$ cat src/pcb_pkg.sv
`timescale 1ns / 1ps

package pcb_pkg;

  localparam int unsigned VOLT_W   = 16;
  localparam int unsigned DUTY_W   = 4;
  localparam int unsigned SEG_W    = 2;
  localparam int unsigned CEL_W    = 4;
  localparam int unsigned MAX_SEGS = 4;
  localparam int unsigned CFG_IDX_W = 2;

  // Configuration register indexes.
  localparam logic [CFG_IDX_W-1:0] CFG_DUTY_CODE           = 2'd0;
  localparam logic [CFG_IDX_W-1:0] CFG_UNDERVOLTAGE_LIMIT  = 2'd1;
  localparam logic [CFG_IDX_W-1:0] CFG_DISCHARGE_THRESHOLD = 2'd2;

  localparam logic [VOLT_W-1:0] UV_LIMIT_RST  = 16'd25000;
  localparam logic [VOLT_W-1:0] THRESHOLD_RST = 16'd100;

  typedef logic [VOLT_W-1:0]   volt_t;
  typedef logic [DUTY_W-1:0]   duty_t;
  typedef logic [SEG_W-1:0]    seg_t;
  typedef logic [MAX_SEGS-1:0] seg_mask_t;

  typedef struct packed {
    volt_t cell_voltage;
    logic  cell_valid;
  } in_item_t;

  typedef struct packed {
    duty_t duty;
    logic  last_duty;
  } out_item_t;

  typedef struct packed {
    duty_t duty_code;
    volt_t undervoltage_limit;
    volt_t discharge_threshold;
  } cfg_t;

  // Scan summary gathered while the cells load.
  typedef struct packed {
    volt_t     lowest;
    logic      any_valid;
    seg_mask_t seg_ok;
  } scan_stat_t;

  // Describes the voltage sitting in the memory's read register.
  typedef struct packed {
    logic valid;
    seg_t seg;
    logic last;
  } rd_tag_t;

endpackage

$ cat src/pcb_cell_mem.sv
`timescale 1ns / 1ps

module pcb_cell_mem #(
  parameter int unsigned DEPTH  = 64,
  parameter int unsigned ADDR_W = 6
) (
  input  logic                clk_i,
  input  logic                we_i,
  input  logic [ADDR_W-1:0]   waddr_i,
  input  pcb_pkg::volt_t      wdata_i,
  input  logic                re_i,
  input  logic [ADDR_W-1:0]   raddr_i,
  output pcb_pkg::volt_t      rdata_o
);

  pcb_pkg::volt_t mem_q [DEPTH];
  pcb_pkg::volt_t rdata_q;

  always_ff @(posedge clk_i) begin
    if (we_i) begin
      mem_q[waddr_i] <= wdata_i;
    end
  end

  // The read register only moves on a read, so a stalled entry holds.
  always_ff @(posedge clk_i) begin
    if (re_i) begin
      rdata_q <= mem_q[raddr_i];
    end
  end

  assign rdata_o = rdata_q;

endmodule

$ cat src/pcb_ctrl.sv
`timescale 1ns / 1ps

module pcb_ctrl #(
  parameter int unsigned CELLS_PER_SEG = 16,
  parameter int unsigned TOTAL         = 64,
  parameter int unsigned ADDR_W        = 6
) (
  input  logic                  clk_i,
  input  logic                  rst_ni,
  input  logic                  in_valid_i,
  output logic                  in_stall_o,
  input  pcb_pkg::in_item_t     in_item_i,
  output logic                  mem_we_o,
  output logic                  mem_re_o,
  output logic [ADDR_W-1:0]     mem_addr_o,
  input  logic                  take_i,
  input  logic                  done_i,
  output pcb_pkg::rd_tag_t      rd_tag_o,
  output pcb_pkg::scan_stat_t   stat_o
);

  typedef enum logic {
    PH_LOAD,
    PH_EMIT
  } phase_e;

  localparam logic [ADDR_W-1:0]         LastPos = ADDR_W'(TOTAL - 1);
  localparam logic [pcb_pkg::CEL_W-1:0] LastCel = pcb_pkg::CEL_W'(CELLS_PER_SEG - 1);

  phase_e                  phase_q, phase_d;
  logic [ADDR_W-1:0]       pos_q, pos_d;
  pcb_pkg::seg_t           seg_q, seg_d;
  logic [pcb_pkg::CEL_W-1:0] cel_q, cel_d;
  logic                    issued_all_q, issued_all_d;
  pcb_pkg::rd_tag_t        tag_q, tag_d;
  pcb_pkg::scan_stat_t     stat_q, stat_d;

  logic in_acc;
  logic issue;
  logic at_last;

  assign in_stall_o = (phase_q != PH_LOAD);
  assign in_acc     = in_valid_i && (phase_q == PH_LOAD);
  assign issue      = (phase_q == PH_EMIT) && !issued_all_q && (!tag_q.valid || take_i);
  assign at_last    = (pos_q == LastPos);

  assign mem_we_o   = in_acc;
  assign mem_re_o   = issue;
  assign mem_addr_o = pos_q;
  assign rd_tag_o   = tag_q;
  assign stat_o     = stat_q;

  always_comb begin
    phase_d      = phase_q;
    pos_d        = pos_q;
    seg_d        = seg_q;
    cel_d        = cel_q;
    issued_all_d = issued_all_q;
    tag_d        = tag_q;
    stat_d       = stat_q;

    // One counter step is shared by loading and emitting.
    if (in_acc || issue) begin
      if (at_last) begin
        pos_d = '0;
        seg_d = '0;
        cel_d = '0;
      end else begin
        pos_d = pos_q + ADDR_W'(1);
        if (cel_q == LastCel) begin
          cel_d = '0;
          seg_d = seg_q + pcb_pkg::SEG_W'(1);
        end else begin
          cel_d = cel_q + pcb_pkg::CEL_W'(1);
        end
      end
    end

    if (in_acc) begin
      if (in_item_i.cell_valid) begin
        stat_d.any_valid = 1'b1;
        if (in_item_i.cell_voltage < stat_q.lowest) begin
          stat_d.lowest = in_item_i.cell_voltage;
        end
      end else begin
        stat_d.seg_ok[seg_q] = 1'b0;
      end
      if (at_last) begin
        phase_d = PH_EMIT;
      end
    end

    if (issue) begin
      tag_d.valid = 1'b1;
      tag_d.seg   = seg_q;
      tag_d.last  = at_last;
      if (at_last) begin
        issued_all_d = 1'b1;
      end
    end else if (take_i) begin
      tag_d.valid = 1'b0;
    end

    // Final transfer of the scan: return to loading and clear the summary for the next one.
    if (done_i) begin
      phase_d          = PH_LOAD;
      issued_all_d     = 1'b0;
      stat_d.lowest    = '1;
      stat_d.any_valid = 1'b0;
      stat_d.seg_ok    = '1;
    end
  end

  always_ff @(posedge clk_i or negedge rst_ni) begin
    if (!rst_ni) begin
      phase_q          <= PH_LOAD;
      pos_q            <= '0;
      seg_q            <= '0;
      cel_q            <= '0;
      issued_all_q     <= 1'b0;
      tag_q            <= '0;
      stat_q.lowest    <= '1;
      stat_q.any_valid <= 1'b0;
      stat_q.seg_ok    <= '1;
    end else begin
      phase_q      <= phase_d;
      pos_q        <= pos_d;
      seg_q        <= seg_d;
      cel_q        <= cel_d;
      issued_all_q <= issued_all_d;
      tag_q        <= tag_d;
      stat_q       <= stat_d;
    end
  end

endmodule

$ cat src/pcb_duty_out.sv
`timescale 1ns / 1ps

module pcb_duty_out (
  input  logic                 clk_i,
  input  logic                 rst_ni,
  input  pcb_pkg::cfg_t        cfg_i,
  input  pcb_pkg::scan_stat_t  stat_i,
  input  pcb_pkg::rd_tag_t     rd_tag_i,
  input  pcb_pkg::volt_t       rdata_i,
  output logic                 take_o,
  output logic                 done_o,
  output logic                 out_valid_o,
  input  logic                 out_stall_i,
  output pcb_pkg::out_item_t   out_item_o
);

  logic               out_valid_q;
  pcb_pkg::out_item_t out_item_q;
  pcb_pkg::out_item_t out_item_d;
  pcb_pkg::volt_t     excess;
  logic               balance;
  logic               out_free;

  assign excess  = rdata_i - stat_i.lowest;
  assign balance = (cfg_i.duty_code != '0) && stat_i.any_valid &&
                   stat_i.seg_ok[rd_tag_i.seg] &&
                   (rdata_i > cfg_i.undervoltage_limit) &&
                   (rdata_i >= stat_i.lowest) &&
                   (excess >= cfg_i.discharge_threshold);

  always_comb begin
    out_item_d.duty      = balance ? cfg_i.duty_code : '0;
    out_item_d.last_duty = rd_tag_i.last;
  end

  assign out_free = !out_valid_q || !out_stall_i;
  assign take_o   = rd_tag_i.valid && out_free;
  assign done_o   = out_valid_q && !out_stall_i && out_item_q.last_duty;

  always_ff @(posedge clk_i or negedge rst_ni) begin
    if (!rst_ni) begin
      out_valid_q <= 1'b0;
    end else if (out_free) begin
      out_valid_q <= rd_tag_i.valid;
    end
  end

  always_ff @(posedge clk_i) begin
    if (take_o) begin
      out_item_q <= out_item_d;
    end
  end

  assign out_valid_o = out_valid_q;
  assign out_item_o  = out_item_q;

endmodule

$ cat src/passive_cell_balance_duty.sv
`timescale 1ns / 1ps

// Channel  Direction  Handshake              Payload
// in       input      in_valid_i/in_stall_o  in_item_i   (cell_voltage, cell_valid)
// out      output     out_valid_o/out_stall_i out_item_o (duty, last_duty)
// cfg      input      cfg_we_i               cfg_index_i, cfg_data_i
//
// A scan loads at one cell per cycle into the voltage memory; the input stalls
// from the last cell's transfer until the final duty of the scan is taken.
// The emit pass reads one stored voltage per cycle through the memory's single
// read port while the output is not stalled, so a scan of N cells delivers N
// duties once the last cell is in, one a cycle while the output is not stalled.
// Reset clears control and the scan summary; the memory itself is not cleared.

module passive_cell_balance_duty #(
  parameter int unsigned SEGMENTS      = 4,
  parameter int unsigned CELLS_PER_SEG = 16
) (
  input  logic                              clk_i,
  input  logic                              rst_ni,
  input  logic                              in_valid_i,
  output logic                              in_stall_o,
  input  pcb_pkg::in_item_t                 in_item_i,
  output logic                              out_valid_o,
  input  logic                              out_stall_i,
  output pcb_pkg::out_item_t                out_item_o,
  input  logic                              cfg_we_i,
  input  logic [pcb_pkg::CFG_IDX_W-1:0]     cfg_index_i,
  input  logic [pcb_pkg::VOLT_W-1:0]        cfg_data_i
);

  localparam int unsigned TOTAL  = SEGMENTS * CELLS_PER_SEG;
  localparam int unsigned ADDR_W = (TOTAL > 1) ? $clog2(TOTAL) : 1;

  pcb_pkg::cfg_t       cfg_q;
  pcb_pkg::scan_stat_t stat;
  pcb_pkg::rd_tag_t    rd_tag;
  pcb_pkg::volt_t      rdata;
  logic                mem_we;
  logic                mem_re;
  logic [ADDR_W-1:0]   mem_addr;
  logic                take;
  logic                done;

  always_ff @(posedge clk_i or negedge rst_ni) begin
    if (!rst_ni) begin
      cfg_q.duty_code           <= '0;
      cfg_q.undervoltage_limit  <= pcb_pkg::UV_LIMIT_RST;
      cfg_q.discharge_threshold <= pcb_pkg::THRESHOLD_RST;
    end else if (cfg_we_i) begin
      unique case (cfg_index_i)
        pcb_pkg::CFG_DUTY_CODE:
          cfg_q.duty_code <= cfg_data_i[pcb_pkg::DUTY_W-1:0];
        pcb_pkg::CFG_UNDERVOLTAGE_LIMIT:
          cfg_q.undervoltage_limit <= cfg_data_i;
        pcb_pkg::CFG_DISCHARGE_THRESHOLD:
          cfg_q.discharge_threshold <= cfg_data_i;
        default: begin
        end
      endcase
    end
  end

  pcb_ctrl #(
    .CELLS_PER_SEG (CELLS_PER_SEG),
    .TOTAL         (TOTAL),
    .ADDR_W        (ADDR_W)
  ) u_ctrl (
    .clk_i      (clk_i),
    .rst_ni     (rst_ni),
    .in_valid_i (in_valid_i),
    .in_stall_o (in_stall_o),
    .in_item_i  (in_item_i),
    .mem_we_o   (mem_we),
    .mem_re_o   (mem_re),
    .mem_addr_o (mem_addr),
    .take_i     (take),
    .done_i     (done),
    .rd_tag_o   (rd_tag),
    .stat_o     (stat)
  );

  pcb_cell_mem #(
    .DEPTH  (TOTAL),
    .ADDR_W (ADDR_W)
  ) u_mem (
    .clk_i   (clk_i),
    .we_i    (mem_we),
    .waddr_i (mem_addr),
    .wdata_i (in_item_i.cell_voltage),
    .re_i    (mem_re),
    .raddr_i (mem_addr),
    .rdata_o (rdata)
  );

  pcb_duty_out u_out (
    .clk_i       (clk_i),
    .rst_ni      (rst_ni),
    .cfg_i       (cfg_q),
    .stat_i      (stat),
    .rd_tag_i    (rd_tag),
    .rdata_i     (rdata),
    .take_o      (take),
    .done_o      (done),
    .out_valid_o (out_valid_o),
    .out_stall_i (out_stall_i),
    .out_item_o  (out_item_o)
  );

endmodule

$ cat config.mk
export PLATFORM = sky130hd
export DESIGN_NAME = passive_cell_balance_duty
export DESIGN_NICKNAME = d
export VERILOG_FILES = /design/src/pcb_pkg.sv /design/src/pcb_cell_mem.sv /design/src/pcb_ctrl.sv /design/src/pcb_duty_out.sv /design/src/passive_cell_balance_duty.sv
export SDC_FILE = /design/constraint.sdc
export NUM_CORES = 1
export LEC_CHECK = 0
export BUFFER_PORTS_ARGS = -buffer_cell sky130_fd_sc_hd__buf_2
export CORE_MARGIN = 5
export CORE_UTILIZATION = 50
export CTS_CLUSTER_DIAMETER = 200
export DETAILED_ROUTE_END_ITERATION = 10
export PLACE_DENSITY = 0.65
export SYNTH_ARGS = -nofsm -noshare
export SYNTH_HDL_FRONTEND = slang
export SYNTH_SLANG_ARGS = --single-unit
export TNS_END_PERCENT = 50
$ cat constraint.sdc
create_clock -name clk_i -period 4.73 [get_ports clk_i]
set_input_delay 0.946 -clock clk_i [delete_from_list [all_inputs] [get_ports clk_i]]
set_output_delay 0.946 -clock clk_i [all_outputs]
set_load 0.1 [all_outputs]
==> flow_summary.toml <==
[detailed_routing]
route.detailed.vias_per_inst = 6.55
antenna_left = 0
wl_per_cell_um = 32.7
routed_wl_mm = 134
detail_route.iter0.violations = 3719
detailedRoute.firstPassIterationCount = 6
num_vias = 26900
route.detailed.drc = 0

[outcome]
run_status = "finished, final reports clean"

[clock_tree]
post_cts.repair.setup_buffers = 0
insertion_delay_ns = 0.70
cts_tree = "built"
clock_sinks = 1121
cts-hold-fix-buffers = 0
worst_setup_hold_path_clk_slew_ns = 0.07
ctsResizeCount = 0
cts_max_path_buffers = 3
cts-htree-levels = 3
root_buffer = "sky130_fd_sc_hd__clkbuf_16"
numCtsBuffers = 109

[layout]
layout.cells.non_filler = 4108
syn2layout_area_growth_pct = 12.9
number_of_fill_cells = 6799
finish.net_count = 2950
post_route_cells_drive_above_1_share_pct = 21.6
layout.core_utilization_pct = 56.9

[synth]
postSynthNetCount = 2785
netlist_instances = 2675
synth_enable_flop_cells = 1045
synthArstFlopShare_pct = 6.78
synth-seq-area-share_pct = 73.4
ys_ff_latch = 1121
synth.avg_cell_area_um2 = 17.0
netlist_area_um2 = 45400
synth_ff_type = "sky130_fd_sc_hd__edfxtp_1"
yosysWarningCount = 0
count_of_cell_types_in_the_netlist = 74

[pwr]
power.density_nw_per_um2 = 617
static_leak_nw = 17.4
totalPowerFinal_mw = 31.6
worst_ir_drop_vdd_mv = 0.450

[sta]
setup_violations = 0
timing.final.hold_violations = 0
layout_min_cycle_time_ns = 3.95
finClkSkew_ns = 0.0435
holdWs_ns = 0.396
slew_headroom_pct = 15.4
tightestPinTransition_ns = 1.27
max_freq_mhz = 253
final_slew_viol_count = 0
rsz0062_at_grt = "false"
post-route-period-util_pct = 83.5
tns_ns = 0

[setup_path]
path_class = "flip-flop to flip-flop"
worstPathRequired_ns = 5.16
critPathCaptureType = "flip-flop"
crit_path_max_fanout = 4
start_kind = "flip-flop"
cp.arrival_ns = 4.37

[die]
chipWidth_um = 311
io_pins = 47
dieHeight_um = 311
die-area_um2 = 96900
initial_utilization_pct = 50.4
core_area_um2 = 90000
std_cell_rows = 110

[global_route]
grt_overflow = 0
first_global_vias = 26700
first_pass_grt_wire_length_mm = 193
grt_start_max_net_pins = 77
gr_util_all_layers_pct = 27.2
grt_antenna_before_repair = 8

[placement]
gp_routability_congestion = 0.931
port-buffer-count = 46
place_hpwl_mm = 84.6
dpl.cell_count = 3905

[run]
max_cap_viol_count = 0

[min_path]
holdCritPathClass = "input pin to async pin"
[final timing paths]
path | startpoint | to | slack (ns) | depth (start not counted)
worst max-delay path | u_ctrl.stat_o[6]$_DFFE_PN1P_ | u_out.out_item_o[2]$_SDFFCE_PN0P_ | 0.78 | 15
worst max register to register | u_ctrl.stat_o[6]$_DFFE_PN1P_ | u_out.out_item_o[2]$_SDFFCE_PN0P_ | 0.78 | 15
min in group clk_i | u_ctrl.rd_tag_o[0]$_DFFE_PN0P_ | u_out.out_item_o[0]$_DFFE_PP_ | 0.45 | 0
max in group asynchronous | rst_ni | u_ctrl.mem_addr_o[2]$_DFFE_PN0P_ | 3.59 | 1
worst min-delay path | rst_ni | u_ctrl.rd_tag_o[2]$_DFFE_PN0P_ | 0.40 | 1
worst min register to register | u_ctrl.rd_tag_o[0]$_DFFE_PN0P_ | u_out.out_item_o[0]$_DFFE_PP_ | 0.45 | 0
[report_power, final]
| group | total (mW) | switching [mW] | internal, mW |
|---|---|---|---|
| Clock | 8.64 | 3.70 | 4.94 |
| Sequential | 12.2 | 0.576 | 11.6 |
| Combinational | 10.8 | 6.97 | 3.87 |
[worst max-delay path: stages (launching register included)]
cell	delay, ns
sky130_fd_sc_hd__dfstp_2	0.57
sky130_fd_sc_hd__inv_1	0.07
sky130_fd_sc_hd__ha_1	0.31
sky130_fd_sc_hd__nor2b_1	0.16
sky130_fd_sc_hd__o31ai_1	0.28
sky130_fd_sc_hd__a21oi_1	0.11
sky130_fd_sc_hd__a21oi_1	0.32
sky130_fd_sc_hd__mux2i_1	0.22
sky130_fd_sc_hd__nand3_1	0.09
sky130_fd_sc_hd__ha_1	0.30
sky130_fd_sc_hd__a21o_1	0.17
sky130_fd_sc_hd__a21o_1	0.17
sky130_fd_sc_hd__a211oi_1	0.23
sky130_fd_sc_hd__o31ai_1	0.11
sky130_fd_sc_hd__a41oi_1	0.48
sky130_fd_sc_hd__nor2_1	0.10
[cell usage in the layout, fill, tap and decap left out, drive strengths merged, types with 11 or more instances in the layout]
cell type,n
a21oi,89
a221o,21
a221oi,103
a22o,14
a22oi,68
and3,13
buf,210
bufinv,12
clkbuf,132
clkinv,54
dfrtp,47
dfstp,29
edfxtp,1045
ha,69
inv,64
mux2,122
mux2i,96
mux4,95
nand2,129
nand2b,11
nand3,35
nand4,20
nor2,154
nor2b,15
nor3,16
o21ai,81
o22ai,41
xnor2,13
[through the flow]
stage                     worst slack, ns  instance area [um^2]
after floorplan                      1.32                 45400
after global placement              0.800                 47700
after detailed placement            0.829                 47700
after CTS                           0.808                 51200
after global routing                0.595                 51200
final                               0.781                 51200
[synthesized netlist by cell type (5+ instances only)]
cell type | n | area share [%]
sky130_fd_sc_hd__a221o_1 | 21 | 0.46
sky130_fd_sc_hd__o221ai_1 | 8 | 0.15
sky130_fd_sc_hd__or4_1 | 10 | 0.17
sky130_fd_sc_hd__nand3_1 | 35 | 0.39
sky130_fd_sc_hd__dfstp_2 | 29 | 1.7
sky130_fd_sc_hd__nand2b_1 | 11 | 0.15
sky130_fd_sc_hd__o2bb2ai_1 | 6 | 0.12
sky130_fd_sc_hd__o211ai_1 | 7 | 0.12
sky130_fd_sc_hd__a221oi_1 | 101 | 1.9
sky130_fd_sc_hd__and2_1 | 6 | 0.083
sky130_fd_sc_hd__dfrtp_1 | 47 | 2.6
sky130_fd_sc_hd__a211oi_1 | 9 | 0.15
sky130_fd_sc_hd__buf_2 | 56 | 0.62
sky130_fd_sc_hd__a31oi_1 | 10 | 0.14
sky130_fd_sc_hd__mux2_2 | 120 | 3.0
sky130_fd_sc_hd__edfxtp_1 | 1045 | 69
sky130_fd_sc_hd__o21ai_0 | 81 | 0.89
sky130_fd_sc_hd__buf_6 | 13 | 0.32
sky130_fd_sc_hd__a22oi_1 | 68 | 1.1
sky130_fd_sc_hd__ha_1 | 69 | 1.9
sky130_fd_sc_hd__and3_1 | 13 | 0.18
sky130_fd_sc_hd__nor2_1 | 153 | 1.3
sky130_fd_sc_hd__nor3_1 | 16 | 0.18
sky130_fd_sc_hd__xnor2_1 | 13 | 0.25
sky130_fd_sc_hd__nor2b_1 | 15 | 0.21
sky130_fd_sc_hd__o31ai_1 | 5 | 0.083
sky130_fd_sc_hd__clkbuf_1 | 60 | 0.50
sky130_fd_sc_hd__o21a_1 | 6 | 0.099
sky130_fd_sc_hd__nand2_1 | 129 | 1.1
sky130_fd_sc_hd__a22o_1 | 14 | 0.27
sky130_fd_sc_hd__nand4_1 | 20 | 0.28
sky130_fd_sc_hd__a21oi_1 | 89 | 0.98
sky130_fd_sc_hd__mux2i_1 | 96 | 2.1
sky130_fd_sc_hd__buf_1 | 14 | 0.12
sky130_fd_sc_hd__o22a_1 | 5 | 0.096
sky130_fd_sc_hd__buf_4 | 13 | 0.21
sky130_fd_sc_hd__a21o_1 | 10 | 0.17
sky130_fd_sc_hd__o22ai_1 | 41 | 0.56
sky130_fd_sc_hd__mux4_2 | 93 | 4.6
sky130_fd_sc_hd__inv_1 | 60 | 0.50
[state kept, by name, indices dropped and copies added (netlist names)]
name                 cells
u_mem.rdata_o           16
u_ctrl.in_stall_o        1
u_out.out_item_o         5
u_mem.mem_q           1024
cfg_q                   36
u_ctrl.rd_tag_o          4
u_ctrl.seg_q             2
u_ctrl.mem_addr_o        6
u_out.out_valid_o        1
u_ctrl.stat_o           21
u_ctrl.issued_all_q      1
u_ctrl.cel_q             4
[layer usage]
metal / share of wire [%] / track usage, % / up-vias
met5: 0.028 / 0 / -
met2: 45 / 41.4 / 1669
met3: 11 / 7.04 / 323
met4: 4.8 / 11.5 / 6
li1: - / - / 11100
met1: 39 / 37.6 / 13800
[cells by family after synthesis]
group                      Yosys count  share of synthesized area [%]
adders and majority gates           70                           1.95
muxes                              313                           9.87
and+or+nand+nor                    427                           4.26
buffers and inverters              218                           2.28
AOI/OAI and AO/OA                  512                           7.99
xor gates and xnor gates            14                          0.270
DFF                               1121                           73.4
[final cells by class]
cell class	instances	area, um^2	share of cell area [%]
Timing Repair Buffer	210	1560	3.05
Clock buffer	132	2850	5.55
Sequential cell	1121	33300	65.0
Clock inverter	70	692	1.35
Multi-Input combinational cell	1336	11100	21.7
Tap cell	1176	1470	2.87
Antenna cell	1	2.50	0.00488
Inverter	62	233	0.454
No activity file was read; power rests on OpenSTA's default activity.
